$ cat src/rtl/core/sfk_pkg.sv
// shared types, constants and crc function for the sync frame timestamp keeper
package sfk_pkg;

   localparam int unsigned OpWidth      = 2;
   localparam int unsigned ByteWidth    = 8;
   localparam int unsigned VerdictWidth = 2;
   localparam int unsigned CountWidth   = 16;
   localparam int unsigned StampWidth   = 64;
   localparam int unsigned CsrWidth     = 16;
   localparam int unsigned CsrIdxWidth  = 2;
   localparam int unsigned PosWidth     = 4;

   localparam logic [PosWidth-1:0] FrameLen = 4'd12;
   localparam logic [PosWidth-1:0] CrcCover = 4'd10;
   localparam logic [PosWidth-1:0] CountLen = 4'd2;

   localparam logic [CsrWidth-1:0] CrcPolyReset  = 16'h1021;
   localparam logic [CsrWidth-1:0] CrcInitReset  = 16'h0000;
   localparam logic [CsrWidth-1:0] TickDivReset  = 16'd5;

   typedef enum logic [OpWidth-1:0] {
      OpFrameByte = 2'd0,
      OpTick      = 2'd1,
      OpEdge      = 2'd2
   } op_type;

   typedef enum logic [VerdictWidth-1:0] {
      VerdictAccepted    = 2'd0,
      VerdictCrcMismatch = 2'd1,
      VerdictTooShort    = 2'd2
   } verdict_type;

   typedef enum logic {
      KindVerdict = 1'b0,
      KindEdge    = 1'b1
   } kind_type;

   typedef enum logic [CsrIdxWidth-1:0] {
      CsrCrcPoly     = 2'd0,
      CsrCrcInit     = 2'd1,
      CsrTickDivisor = 2'd2
   } csr_index_type;

   // msb-first crc over one byte
   function automatic logic [15:0] crc_byte(input logic [15:0] crc,
                                            input logic [7:0]  data,
                                            input logic [15:0] poly);
      logic [15:0] c;
      c = crc ^ {data, 8'h00};
      for (int i = 0; i < 8; i++) begin
         c = c[15] ? ((c << 1) ^ poly) : (c << 1);
      end
      return c;
   endfunction

endpackage

$ cat src/rtl/core/sfk_req_if.sv
// request channel: operation, byte and end mark with valid/ready
interface sfk_req_if;
   logic                                 valid;
   logic                                 ready;
   logic [sfk_pkg::OpWidth-1:0]          operation;
   logic [sfk_pkg::ByteWidth-1:0]        data_byte;
   logic                                 frame_end;

   modport source (output valid, output operation, output data_byte, output frame_end,
                   input ready);
   modport sink   (input valid, input operation, input data_byte, input frame_end,
                   output ready);
endinterface

$ cat src/rtl/core/sfk_rsp_if.sv
// result channel: verdict or edge timestamp with valid/ready
interface sfk_rsp_if;
   logic                                 valid;
   logic                                 ready;
   logic                                 result_kind;
   logic [sfk_pkg::VerdictWidth-1:0]     verdict;
   logic [sfk_pkg::CountWidth-1:0]       message_count;
   logic [sfk_pkg::StampWidth-1:0]       timestamp;

   modport source (output valid, output result_kind, output verdict, output message_count,
                   output timestamp, input ready);
   modport sink   (input valid, input result_kind, input verdict, input message_count,
                   input timestamp, output ready);
endinterface

$ cat src/rtl/core/sync_frame_timestamp_keeper.sv
// top level: crc-checked time sync frame receiver and edge timestamper
//
// usage:
//  - req_chan carries one request per handshake: a datagram byte (with frame_end
//    on the last byte), a one-microsecond tick, or a falling-edge event
//  - rsp_chan returns a verdict when a datagram ends and an edge timestamp for
//    each edge event; ticks give no response
//  - csr_write_en/csr_index/csr_write_data set crc_poly, crc_init and
//    tick_divisor; write only while the block is idle
//  - a request is taken into an input register, processed in one pass and its
//    response lands in the output register, which drives rsp_chan
//  - throughput is one request per cycle unless rsp_chan stalls, set by the
//    single-pass frame and time update between the input and output registers
//  - when rsp_chan stalls, the output register holds its response; requests
//    that give no response keep flowing, and a request that needs the output
//    waits in the input register, after which req_chan.ready drops
//  - synchronous reset empties both registers, restores the register defaults
//    and clears frame assembly, the latched stamp and local time
module sync_frame_timestamp_keeper (
   input  logic                              clock,
   input  logic                              reset,
   sfk_req_if.sink                           req_chan,
   sfk_rsp_if.source                         rsp_chan,
   input  logic                              csr_write_en,
   input  logic [sfk_pkg::CsrIdxWidth-1:0]   csr_index,
   input  logic [sfk_pkg::CsrWidth-1:0]      csr_write_data
);

   // configuration
   logic [15:0] crc_poly_ff, crc_init_ff, tick_div_ff;

   // input register
   logic                               in_valid_ff;
   sfk_pkg::op_type                    in_op_ff;
   logic [sfk_pkg::ByteWidth-1:0]      in_byte_ff;
   logic                               in_end_ff;

   // frame and time state
   logic [sfk_pkg::PosWidth-1:0]       byte_pos_ff, byte_pos_in;
   logic [15:0]                        crc_run_ff, crc_run_in;
   logic [15:0]                        pend_count_ff, pend_count_in;
   logic [63:0]                        pend_stamp_ff, pend_stamp_in;
   logic [15:0]                        rx_crc_ff, rx_crc_in;
   logic [15:0]                        latch_count_ff, latch_count_in;
   logic [63:0]                        latch_stamp_ff, latch_stamp_in;
   logic [15:0]                        phase_ff, phase_in;
   logic [63:0]                        elapsed_ff, elapsed_in;

   // output register
   logic                               out_valid_ff, out_valid_in;
   sfk_pkg::kind_type                  out_kind_ff, out_kind_in;
   sfk_pkg::verdict_type               out_verdict_ff, out_verdict_in;
   logic [15:0]                        out_count_ff, out_count_in;
   logic [63:0]                        out_stamp_ff, out_stamp_in;

   logic        has_rsp, go;
   logic [15:0] crc_base, div_eff;
   logic [16:0] phase_inc;

   assign has_rsp = (in_op_ff == sfk_pkg::OpEdge) ||
                    ((in_op_ff == sfk_pkg::OpFrameByte) && in_end_ff);
   assign go      = in_valid_ff && (!has_rsp || !out_valid_ff || rsp_chan.ready);
   assign req_chan.ready = !in_valid_ff || go;

   assign crc_base  = (byte_pos_ff == '0) ? crc_init_ff : crc_run_ff;
   assign div_eff   = (tick_div_ff == '0) ? 16'd1 : tick_div_ff;
   assign phase_inc = {1'b0, phase_ff} + 17'd1;

   always_comb begin
      byte_pos_in    = byte_pos_ff;
      crc_run_in     = crc_run_ff;
      pend_count_in  = pend_count_ff;
      pend_stamp_in  = pend_stamp_ff;
      rx_crc_in      = rx_crc_ff;
      latch_count_in = latch_count_ff;
      latch_stamp_in = latch_stamp_ff;
      phase_in       = phase_ff;
      elapsed_in     = elapsed_ff;
      out_kind_in    = out_kind_ff;
      out_verdict_in = out_verdict_ff;
      out_count_in   = out_count_ff;
      out_stamp_in   = out_stamp_ff;

      if (go) begin
         case (in_op_ff)
            sfk_pkg::OpFrameByte: begin
               if (byte_pos_ff < sfk_pkg::FrameLen) begin
                  if (byte_pos_ff < sfk_pkg::CrcCover) begin
                     crc_run_in = sfk_pkg::crc_byte(crc_base, in_byte_ff, crc_poly_ff);
                  end
                  if (byte_pos_ff == '0) begin
                     pend_count_in = {8'h00, in_byte_ff};
                     pend_stamp_in = '0;
                     rx_crc_in     = '0;
                  end else if (byte_pos_ff < sfk_pkg::CountLen) begin
                     pend_count_in = pend_count_ff | {in_byte_ff, 8'h00};
                  end else if (byte_pos_ff < sfk_pkg::CrcCover) begin
                     for (int k = 0; k < 8; k++) begin
                        if (byte_pos_ff == 4'(k + 2)) begin
                           pend_stamp_in[8*k +: 8] = pend_stamp_ff[8*k +: 8] | in_byte_ff;
                        end
                     end
                  end else begin
                     rx_crc_in = {rx_crc_ff[7:0], in_byte_ff};
                  end
                  byte_pos_in = byte_pos_ff + 4'd1;
               end
               if (in_end_ff) begin
                  if (byte_pos_in < sfk_pkg::FrameLen) begin
                     out_verdict_in = sfk_pkg::VerdictTooShort;
                  end else if (rx_crc_in == crc_run_in) begin
                     out_verdict_in = sfk_pkg::VerdictAccepted;
                     latch_count_in = pend_count_in;
                     latch_stamp_in = pend_stamp_in;
                     phase_in       = '0;
                     elapsed_in     = '0;
                  end else begin
                     out_verdict_in = sfk_pkg::VerdictCrcMismatch;
                  end
                  byte_pos_in  = '0;
                  crc_run_in   = crc_init_ff;
                  out_kind_in  = sfk_pkg::KindVerdict;
                  out_count_in = latch_count_in;
                  out_stamp_in = latch_stamp_in;
               end
            end
            sfk_pkg::OpTick: begin
               if (phase_inc >= {1'b0, div_eff}) begin
                  phase_in = '0;
                  if (elapsed_ff != '1) begin
                     elapsed_in = elapsed_ff + 64'd1;
                  end
               end else begin
                  phase_in = phase_inc[15:0];
               end
            end
            sfk_pkg::OpEdge: begin
               out_kind_in    = sfk_pkg::KindEdge;
               out_verdict_in = sfk_pkg::VerdictAccepted;
               out_count_in   = latch_count_ff;
               out_stamp_in   = latch_stamp_ff + elapsed_ff;
            end
            default: begin
            end
         endcase
      end
   end

   assign out_valid_in = (go && has_rsp) || (out_valid_ff && !rsp_chan.ready);

   always_ff @(posedge clock) begin
      if (reset) begin
         crc_poly_ff    <= sfk_pkg::CrcPolyReset;
         crc_init_ff    <= sfk_pkg::CrcInitReset;
         tick_div_ff    <= sfk_pkg::TickDivReset;
         in_valid_ff    <= 1'b0;
         out_valid_ff   <= 1'b0;
         byte_pos_ff    <= '0;
         crc_run_ff     <= sfk_pkg::CrcInitReset;
         pend_count_ff  <= '0;
         pend_stamp_ff  <= '0;
         rx_crc_ff      <= '0;
         latch_count_ff <= '0;
         latch_stamp_ff <= '0;
         phase_ff       <= '0;
         elapsed_ff     <= '0;
      end else begin
         if (csr_write_en) begin
            case (sfk_pkg::csr_index_type'(csr_index))
               sfk_pkg::CsrCrcPoly:     crc_poly_ff <= csr_write_data;
               sfk_pkg::CsrCrcInit:     crc_init_ff <= csr_write_data;
               sfk_pkg::CsrTickDivisor: tick_div_ff <= csr_write_data;
               default: begin
               end
            endcase
         end
         if (req_chan.ready) begin
            in_valid_ff <= req_chan.valid;
         end
         out_valid_ff   <= out_valid_in;
         byte_pos_ff    <= byte_pos_in;
         crc_run_ff     <= crc_run_in;
         pend_count_ff  <= pend_count_in;
         pend_stamp_ff  <= pend_stamp_in;
         rx_crc_ff      <= rx_crc_in;
         latch_count_ff <= latch_count_in;
         latch_stamp_ff <= latch_stamp_in;
         phase_ff       <= phase_in;
         elapsed_ff     <= elapsed_in;
      end
   end

   // payload registers
   always_ff @(posedge clock) begin
      if (req_chan.ready && req_chan.valid) begin
         in_op_ff   <= sfk_pkg::op_type'(req_chan.operation);
         in_byte_ff <= req_chan.data_byte;
         in_end_ff  <= req_chan.frame_end;
      end
      out_kind_ff    <= out_kind_in;
      out_verdict_ff <= out_verdict_in;
      out_count_ff   <= out_count_in;
      out_stamp_ff   <= out_stamp_in;
   end

   assign rsp_chan.valid         = out_valid_ff;
   assign rsp_chan.result_kind   = out_kind_ff;
   assign rsp_chan.verdict       = out_verdict_ff;
   assign rsp_chan.message_count = out_count_ff;
   assign rsp_chan.timestamp     = out_stamp_ff;

`ifndef SYNTH
   a_pos_bounded: assert property (@(posedge clock) disable iff (reset)
      byte_pos_ff <= sfk_pkg::FrameLen)
      else $error("byte position past frame length");

   a_edge_verdict_zero: assert property (@(posedge clock) disable iff (reset)
      (out_valid_ff && out_kind_ff == sfk_pkg::KindEdge) |->
         out_verdict_ff == sfk_pkg::VerdictAccepted)
      else $error("edge response with nonzero verdict");

   a_reset_empty: assert property (@(posedge clock)
      reset |=> (!out_valid_ff && !in_valid_ff))
      else $error("pipeline not empty after reset");

   a_stall_blocks: assert property (@(posedge clock) disable iff (reset)
      (in_valid_ff && has_rsp && out_valid_ff && !rsp_chan.ready) |-> !go)
      else $error("response request advanced into a full output register");
`endif

endmodule
$ cat src/flat_wrapper.sv
// flat-port wrapper written by rule: the top's interface ports become plain ports
module sync_frame_timestamp_keeper_flat 
  (clock, reset, csr_write_en, csr_index, csr_write_data, req_chan_valid, req_chan_operation, req_chan_data_byte, req_chan_frame_end, req_chan_ready, rsp_chan_valid, rsp_chan_result_kind, rsp_chan_verdict, rsp_chan_message_count, rsp_chan_timestamp, rsp_chan_ready);
  sfk_req_if req_chan_i ();
  sfk_rsp_if rsp_chan_i ();
  input  logic clock;
  input  logic reset;
  input  logic csr_write_en;
  input  logic [sfk_pkg::CsrIdxWidth-1:0] csr_index;
  input  logic [sfk_pkg::CsrWidth-1:0] csr_write_data;
  input wire logic [$bits(req_chan_i.valid)-1:0] req_chan_valid;
  input wire logic [$bits(req_chan_i.operation)-1:0] req_chan_operation;
  input wire logic [$bits(req_chan_i.data_byte)-1:0] req_chan_data_byte;
  input wire logic [$bits(req_chan_i.frame_end)-1:0] req_chan_frame_end;
  output wire logic [$bits(req_chan_i.ready)-1:0] req_chan_ready;
  output wire logic [$bits(rsp_chan_i.valid)-1:0] rsp_chan_valid;
  output wire logic [$bits(rsp_chan_i.result_kind)-1:0] rsp_chan_result_kind;
  output wire logic [$bits(rsp_chan_i.verdict)-1:0] rsp_chan_verdict;
  output wire logic [$bits(rsp_chan_i.message_count)-1:0] rsp_chan_message_count;
  output wire logic [$bits(rsp_chan_i.timestamp)-1:0] rsp_chan_timestamp;
  input wire logic [$bits(rsp_chan_i.ready)-1:0] rsp_chan_ready;
  assign req_chan_i.valid = req_chan_valid;
  assign req_chan_i.operation = req_chan_operation;
  assign req_chan_i.data_byte = req_chan_data_byte;
  assign req_chan_i.frame_end = req_chan_frame_end;
  assign req_chan_ready = req_chan_i.ready;
  assign rsp_chan_valid = rsp_chan_i.valid;
  assign rsp_chan_result_kind = rsp_chan_i.result_kind;
  assign rsp_chan_verdict = rsp_chan_i.verdict;
  assign rsp_chan_message_count = rsp_chan_i.message_count;
  assign rsp_chan_timestamp = rsp_chan_i.timestamp;
  assign rsp_chan_i.ready = rsp_chan_ready;
  sync_frame_timestamp_keeper u_core (.clock(clock), .reset(reset), .req_chan(req_chan_i), .rsp_chan(rsp_chan_i), .csr_write_en(csr_write_en), .csr_index(csr_index), .csr_write_data(csr_write_data));
endmodule
$ cat config.mk
export PLATFORM = sky130hd
export DESIGN_NAME = sync_frame_timestamp_keeper_flat
export DESIGN_NICKNAME = d
export VERILOG_FILES = /design/src/rtl/core/sfk_pkg.sv /design/src/rtl/core/sfk_req_if.sv /design/src/rtl/core/sfk_rsp_if.sv /design/src/rtl/core/sync_frame_timestamp_keeper.sv /design/src/flat_wrapper.sv
export SDC_FILE = /design/constraint.sdc
export NUM_CORES = 1
export LEC_CHECK = 0
export BUFFER_PORTS_ARGS = -buffer_cell sky130_fd_sc_hd__buf_2
export CORE_MARGIN = 2
export CORE_UTILIZATION = 45
export DETAILED_ROUTE_END_ITERATION = 12
export GPL_ROUTABILITY_DRIVEN = 0
export SLEW_MARGIN = 10
export SYNTH_ARGS = -nofsm -noshare
export SYNTH_HDL_FRONTEND = slang
export SYNTH_SLANG_ARGS = --single-unit
$ cat constraint.sdc
create_clock -name clock -period 8.4 [get_ports clock]
set_clock_uncertainty 0.15 [all_clocks]
set_input_delay 0.42 -clock clock [delete_from_list [all_inputs] [get_ports clock]]
set_output_delay 0.42 -clock clock [all_outputs]
set_load 0.02 [all_outputs]
==> results of run 1 <==
==> worst min-delay path by stage <==
stage | start | end | slack [ns] | cells after the start
after global routing | rsp_chan_ready | u_core.rsp_chan.valid | 0.08 | 3
after global placement | u_core.rx_crc_ff[13] | u_core.rx_crc_ff[13] | 0.29 | 2
after floorplan | u_core.pend_count_ff[0] | u_core.pend_count_ff[0] | 0.29 | 2
final | rsp_chan_ready | u_core.rsp_chan.valid | 0.05 | 3
after CTS | rsp_chan_ready | u_core.rsp_chan.valid | 0.03 | 3
after detailed placement | u_core.pend_count_ff[5] | u_core.pend_count_ff[5] | 0.30 | 2
==> cell usage after synthesis, drive strengths merged (23+ instances only) <==
master / n
xnor2: 104
or4: 27
nand2b: 40
clkbuf: 215
inv: 78
nor2b: 23
nor2: 403
nor3: 45
mux2i: 150
dfxtp: 326
a211oi: 118
xor2: 44
and2: 34
a31oi: 31
o211ai: 24
a21o: 37
ha: 85
and3: 40
buf: 44
a21oi: 430
o31ai: 37
o21ai: 108
edfxtp: 94
o22ai: 26
nand4: 35
nand3: 73
nand2: 297
==> cell families after synthesis <==
kind of cell / Yosys count / synth area share [%]
simple gates: 1108 / 19.2
xor+xnor: 165 / 6.25
buf+inv: 340 / 5.22
compound gates: 1032 / 24.9
mux: 153 / 5.75
fa+ha+maj: 86 / 4.02
flops: 420 / 34.7
==> layout by cell type (no fill, tap or decap), drive strengths merged, types with 64 or more instances in the layout <==
cell	count
nor2	403
inv	82
a21oi	430
xnor2	104
a211oi	118
o21ai	108
nand2	297
nand3	73
edfxtp	94
buf	201
mux2i	150
clkbuf	64
dfxtp	326
ha	85
==> routing by layer <==
metal | GRT usage [%] | vias up | share of wire (%)
li1 | - | 12100 | -
met1 | 36.5 | 12400 | 42
met2 | 45.0 | 1018 | 46
met3 | 5.04 | 195 | 8.2
met4 | 9.75 | 0 | 3.5
met5 | 0 | - | 0
==> per-stage QoR <==
| step | std cells | total power [W] | cell area [um2] |
|---|---|---|---|
| 2_1_floorplan | 3304 | 0.00276 | 27000 |
| 3_3_place_gp | 4016 | 0.00300 | 28200 |
| 3_5_place_dp | 4016 | 0.00301 | 28200 |
| 4_1_cts | 4134 | 0.00517 | 30100 |
| 5_1_grt | 4137 | 0.00533 | 30100 |
| 6_report | 4138 | 0.00515 | 30100 |
==> timing repair <==
action / in CTS / in global routing
gates resized for setup: 0 / 7
endpoints found under the hold margin: 59 / 0
setup buffers: 0 / 3
hold buffers: 28 / 0
endpoints found under the setup margin: 0 / 173
==> worst min-delay path, stage by stage <==
cell and delay, ns:
buf_2 0.09, nand2b_1 0.14, a21oi_1 0.08
==> report_power, final <==
| part | leakage (nW) | internal, W | total (W) | switching [W] |
|---|---|---|---|---|
| Combinational | 6.82 | 0.000325 | 0.000865 | 0.000539 |
| Sequential | 3.50 | 0.00210 | 0.00214 | 0.0000409 |
| Clock | 0.792 | 0.00125 | 0.00215 | 0.000900 |
| Total | 11.1 | 0.00367 | 0.00515 | 0.00148 |
==> flip-flops by register name (all words and copies together), names as in the netlist, 8 cells and up <==
name and count:
u_core.rsp_chan.timestamp 64, u_core.crc_run_ff 16, u_core.tick_div_ff 16, u_core.pend_count_ff 16, u_core.latch_stamp_ff 64, u_core.crc_init_ff 16, u_core.in_byte_ff 8, u_core.rsp_chan.message_count 16
u_core.phase_ff 16, u_core.rx_crc_ff 16, u_core.pend_stamp_ff 64, u_core.elapsed_ff 64, u_core.crc_poly_ff 16, u_core.latch_count_ff 16
==> final cells by class <==
type / instances / area [um2]
Timing Repair Buffer: 229 / 1540
Inverter: 81 / 304
Antenna cell: 1 / 2.50
Multi-Input combinational cell: 2544 / 16300
Clock inverter: 26 / 246
Tap cell: 773 / 967
Fill cell: 5571 / 29000
Clock buffer: 64 / 1370
Sequential cell: 420 / 9350
==> results.json, run 1 <==
{
  "cts_tree": "done",
  "p_leak_nw": 11.1,
  "async_reset_ff_share_pct": 0,
  "critPathLaunch": "u_core.byte_pos_ff[1]",
  "cts_buffers": 48,
  "drc": 0,
  "first_global_vias": 24300,
  "maxSlewHeadroom_pct": 23.6,
  "final_antenna_net_count": 0,
  "synth.distinct_cells": 100,
  "slew_viol_final": 0,
  "rows": 89,
  "power_density_mw_per_mm2": 171,
  "synth_edf_count": 94,
  "min_period_ns": 8.03,
  "port-buffer-count": 118,
  "drt_iter0_drc": 2481,
  "vdd_drop_max_mv": 0.157,
  "synth_area_leaders": "dfxtp_1 (24%), edfxtp_1 (10%), a21oi_1 (7.9%), nor2_1 (5.6%), mux2i_1 (5.5%)",
  "rr_worst_depth": 24,
  "vias": 25700,
  "final_nets": 3444,
  "r2r-start": "u_core.byte_pos_ff[1]",
  "clock_tree.root_cell": "clkbuf_16",
  "holdWs_ns": 0.0487,
  "synth-seq-area-share_pct": 34.7,
  "cp_max_fo": 32,
  "worstPathCellList": "inv_1 -> ha_1 -> or3b_1 -> buf_4 -> mux2i_1 -> xor2_1 -> nor4_1 -> buf_4 -> o21ai_0 -> a2111oi_0 -> a221oi_1 -> nor3_1 -> o31ai_1 -> buf_4 -> a2111o_1 -> a21oi_2 -> a2111oi_0 -> or4_1 -> or4_1 -> o22ai_2 -> and3_4 -> buf_12 -> mux2i_1 -> o21ai_1",
  "overflow": 0,
  "required_ns": 8.54,
  "r2r_slack_ns": 0.37,
  "syn_avg_cell_area_um2": 8.17,
  "antenna_found_initial": 0,
  "dp_hpwl_um": 62600,
  "place_worst_setup_slack_ns": 0.172,
  "netlist.area_leader.share_pct": 24.2,
  "clkLatencyLatePin_ns": 0.61,
  "ioPinCount": 119,
  "synthDominantAreaCellType": "dfxtp_1",
  "hp-class": "input pin to flop",
  "fin_setup_tns_ns": 0,
  "drive_above_1_share_pct": 9.90,
  "fin_util_pct": 50.9,
  "worst_slew_pin_slew_ns": 1.14,
  "yosys_most_used_dff": "dfxtp_1",
  "syn_area_mm2": 0.0270,
  "netlist_instances": 3304,
  "path_depth": 24,
  "crit_path_frequent_cell": "buf_4",
  "clockBufferDepth": 3,
  "arrival_ns": 8.17,
  "wl_per_cell_um": 21.5,
  "rsz0062_at_grt": "no",
  "dr.pass1.iters": 6,
  "drt_wl_total_um": 88800,
  "path_delay_family": "simple AND/OR/NAND/NOR gates",
  "hold_viol": 0,
  "setup.worst_path.start_class": "flop",
  "die_area_mm2": 0.0619,
  "worst_path_largest_cell_delay_ns": 0.56,
  "crit_path_end": "u_core.rsp_chan.timestamp[51]",
  "setup_viol": 0,
  "die_width_um": 249,
  "crit_buf_inv": 5,
  "h-tree-depth": 2,
  "vias_per_cell": 6.21,
  "status": "finished clean",
  "finalCritPeriodShare_pct": 95.5,
  "dieHeight_um": 249,
  "endpoint_kind": "flop",
  "initial_core_util_pct": 45.6,
  "clk_pin_slew_worst_paths_ns": 0.06,
  "worst-setup-path-type": "flop to flop",
  "max_cap_violations": 0,
  "grt_usage_pct": 27.6,
  "r2r-end": "u_core.rsp_chan.timestamp[51]",
  "synth_seq_cells": 420,
  "syn2layout_area_growth_pct": 11.6,
  "synth_nets": 3424,
  "yosysWarningCount": 0,
  "setup_slack_ns": 0.374,
  "cts.sinks": 420,
  "crit_slowest_cell": "or4_1",
  "core_mm2": 0.0591,
  "grt_start_max_net_pins": 97,
  "fmax_ghz": 0.125,
  "grt_pass1_wl_um": 138000
}
Power figures use the tool's default switching activity.
==> run 2: changes to the inputs <==
Settings changed: CELL_PAD_IN_SITES_DETAIL_PLACEMENT set to 0, CELL_PAD_IN_SITES_GLOBAL_PLACEMENT set to 1, PLACE_DENSITY_LB_ADDON set to 0.1.
==> results.json, run 2 (synthesized netlist as in run 1, its figures left out) <==
{
  "place_worst_setup_slack_ns": 0.464,
  "ioPinCount": 119,
  "cts_tree": "done",
  "drive_above_1_share_pct": 10.0,
  "dp_hpwl_um": 65900,
  "rows": 89,
  "final_antenna_net_count": 0,
  "min_period_ns": 8.10,
  "worstHoldEndpoint": "u_core.rsp_chan.valid",
  "antenna_cells": 0,
  "r2r-start": "u_core.byte_pos_ff[1]",
  "syn2layout_area_growth_pct": 11.7,
  "slew_viol_final": 0,
  "p_leak_nw": 11.1,
  "drt_iter0_drc": 2009,
  "required_ns": 8.55,
  "share_seq_of_total_power_pct": 41.8,
  "dieHeight_um": 249,
  "finalCritPeriodShare_pct": 96.4,
  "setup.worst_path.start_class": "flop",
  "switching_share_pct": 28.9,
  "hp-class": "input pin to flop",
  "clock_tree.root_cell": "clkbuf_16",
  "worst-setup-path-type": "flop to flop",
  "core_mm2": 0.0591,
  "clkLatencyLatePin_ns": 0.60,
  "first_global_vias": 24500,
  "endpoint_kind": "flop",
  "vias": 25400,
  "r2r-end": "u_core.rsp_chan.timestamp[11]",
  "port-buffer-count": 118,
  "grt_pass1_wl_um": 143000,
  "pwr-share-clk_pct": 41.1,
  "die_width_um": 249,
  "vdd_drop_max_mv": 0.156,
  "h-tree-depth": 2,
  "fin_setup_tns_ns": 0,
  "maxSlewHeadroom_pct": 21.4,
  "rr_worst_depth": 24,
  "cts.sinks": 420,
  "cts_buffers": 49,
  "min_from": "rsp_chan_ready",
  "wl_per_cell_um": 22.3,
  "hold_viol": 0,
  "p_comb_share_pct": 17.1,
  "hold_depth": 3,
  "clk_pin_slew_worst_paths_ns": 0.06,
  "final_nets": 3448,
  "grt_usage_pct": 28.8,
  "postCtsSetupBuffers": 0,
  "clockBufferDepth": 3,
  "r2r_slack_ns": 0.30,
  "cp_max_fo": 19,
  "fillers": 5677,
  "fmax_ghz": 0.124,
  "max_cap_violations": 0,
  "vias_per_cell": 6.14,
  "p_int_w": 0.00365,
  "drc": 0,
  "p_switching_w": 0.00148,
  "arrival_ns": 8.24,
  "dr.pass1.iters": 5,
  "grt_start_max_net_pins": 92,
  "status": "finished clean",
  "die_area_mm2": 0.0619,
  "initial_core_util_pct": 45.6,
  "worst_slew_pin_slew_ns": 1.17,
  "final_common_cell": "a21oi_1",
  "mostFrequentLayoutCells": "a21oi_1 (428), nor2_1 (398), dfxtp_1 (325)",
  "setup_viol": 0,
  "antenna_found_initial": 1,
  "overflow": 0,
  "drt_wl_total_um": 92100,
  "power_density_mw_per_mm2": 170,
  "setup_slack_ns": 0.304
}
[run 2: power by group through the flow]
stage	clock network (W)	registers, W	logic (W)
after global routing	0.00222	0.00215	0.000938
final	0.00211	0.00214	0.000876
after global placement	0	0.00219	0.000831
after floorplan	0	0.00218	0.000584
after CTS	0.00215	0.00214	0.000852
after detailed placement	0	0.00219	0.000837
[run 2: how the worst max path moves through the flow]
| stage | start | endpoint | slack, ns | depth (start not counted) |
|---|---|---|---|---|
| 2_1_floorplan | u_core.byte_pos_ff[1] | u_core.rsp_chan.timestamp[1] | 1.48 | 28 |
| 3_3_place_gp | u_core.byte_pos_ff[1] | u_core.elapsed_ff[53] | 0.67 | 24 |
| 3_5_place_dp | u_core.byte_pos_ff[1] | u_core.rsp_chan.timestamp[11] | 0.46 | 24 |
| 4_1_cts | u_core.byte_pos_ff[1] | u_core.rsp_chan.timestamp[11] | 0.43 | 24 |
| 5_1_grt | u_core.byte_pos_ff[1] | u_core.rsp_chan.message_count[15] | -0.02 | 25 |
| 6_report | u_core.byte_pos_ff[1] | u_core.rsp_chan.timestamp[11] | 0.30 | 24 |
[run 2: repair_timing]
item                                    in CTS  in global routing
gates resized for setup                      0                  9
hold buffers                                28                  0
endpoints found under the hold margin       59                  0
endpoints found under the setup margin       0                188
[run 2: per-layer routing]
metal	routed length (um)	global-route usage [%]	part of all wire [%]
met1	39200	37.3	43
met2	43700	49.0	47
met3	6190	4.58	6.7
met4	3040	9.32	3.3
met5	0	0	0
[run 2: final cells by class]
class / instances / area, um2 / area share [%]
well taps: 773 / 967 / 3.21
clock inverters: 15 / 90.1 / 0.299
flip-flops and latches: 420 / 9350 / 31.0
clock buffers: 76 / 1490 / 4.95
repair buffers: 232 / 1560 / 5.19
multi-input cells: 2544 / 16400 / 54.3
inverters: 81 / 304 / 1.01
[run 2: worst max-delay path, cell delays in order (launching register included)]
cell and delay [ns]:
dfxtp_1 0.52, inv_1 0.14, ha_1 0.29, nor3b_4 0.20, o211ai_1 0.32, and2_1 0.26
buf_4 0.27, o22ai_1 0.16, o31ai_1 0.57, a21oi_1 0.22, o21ai_0 0.33, o211ai_2 0.14
buf_4 0.19, a211oi_1 0.49, o21a_1 0.46, nor3_1 0.19, nor3_1 0.28, a2111oi_0 0.10
or4_1 0.57, or4_1 0.56, o22ai_2 0.14, and3_4 0.47, buf_4 0.33, mux2i_1 0.29
a21oi_1 0.11
[run 2: per-stage QoR]
step           hold WS, ns  std cells  power, W  util (%)  area, um2
6_report            0.0710       4141   0.00513      50.9      30100
5_1_grt             0.0713       4141   0.00530      50.9      30100
4_1_cts             0.0233       4141   0.00514      50.9      30100
3_5_place_dp         0.297       4022   0.00302      47.7      28200
3_3_place_gp         0.292       4021   0.00302      47.7      28200
2_1_floorplan        0.286       3304   0.00276         -      27000
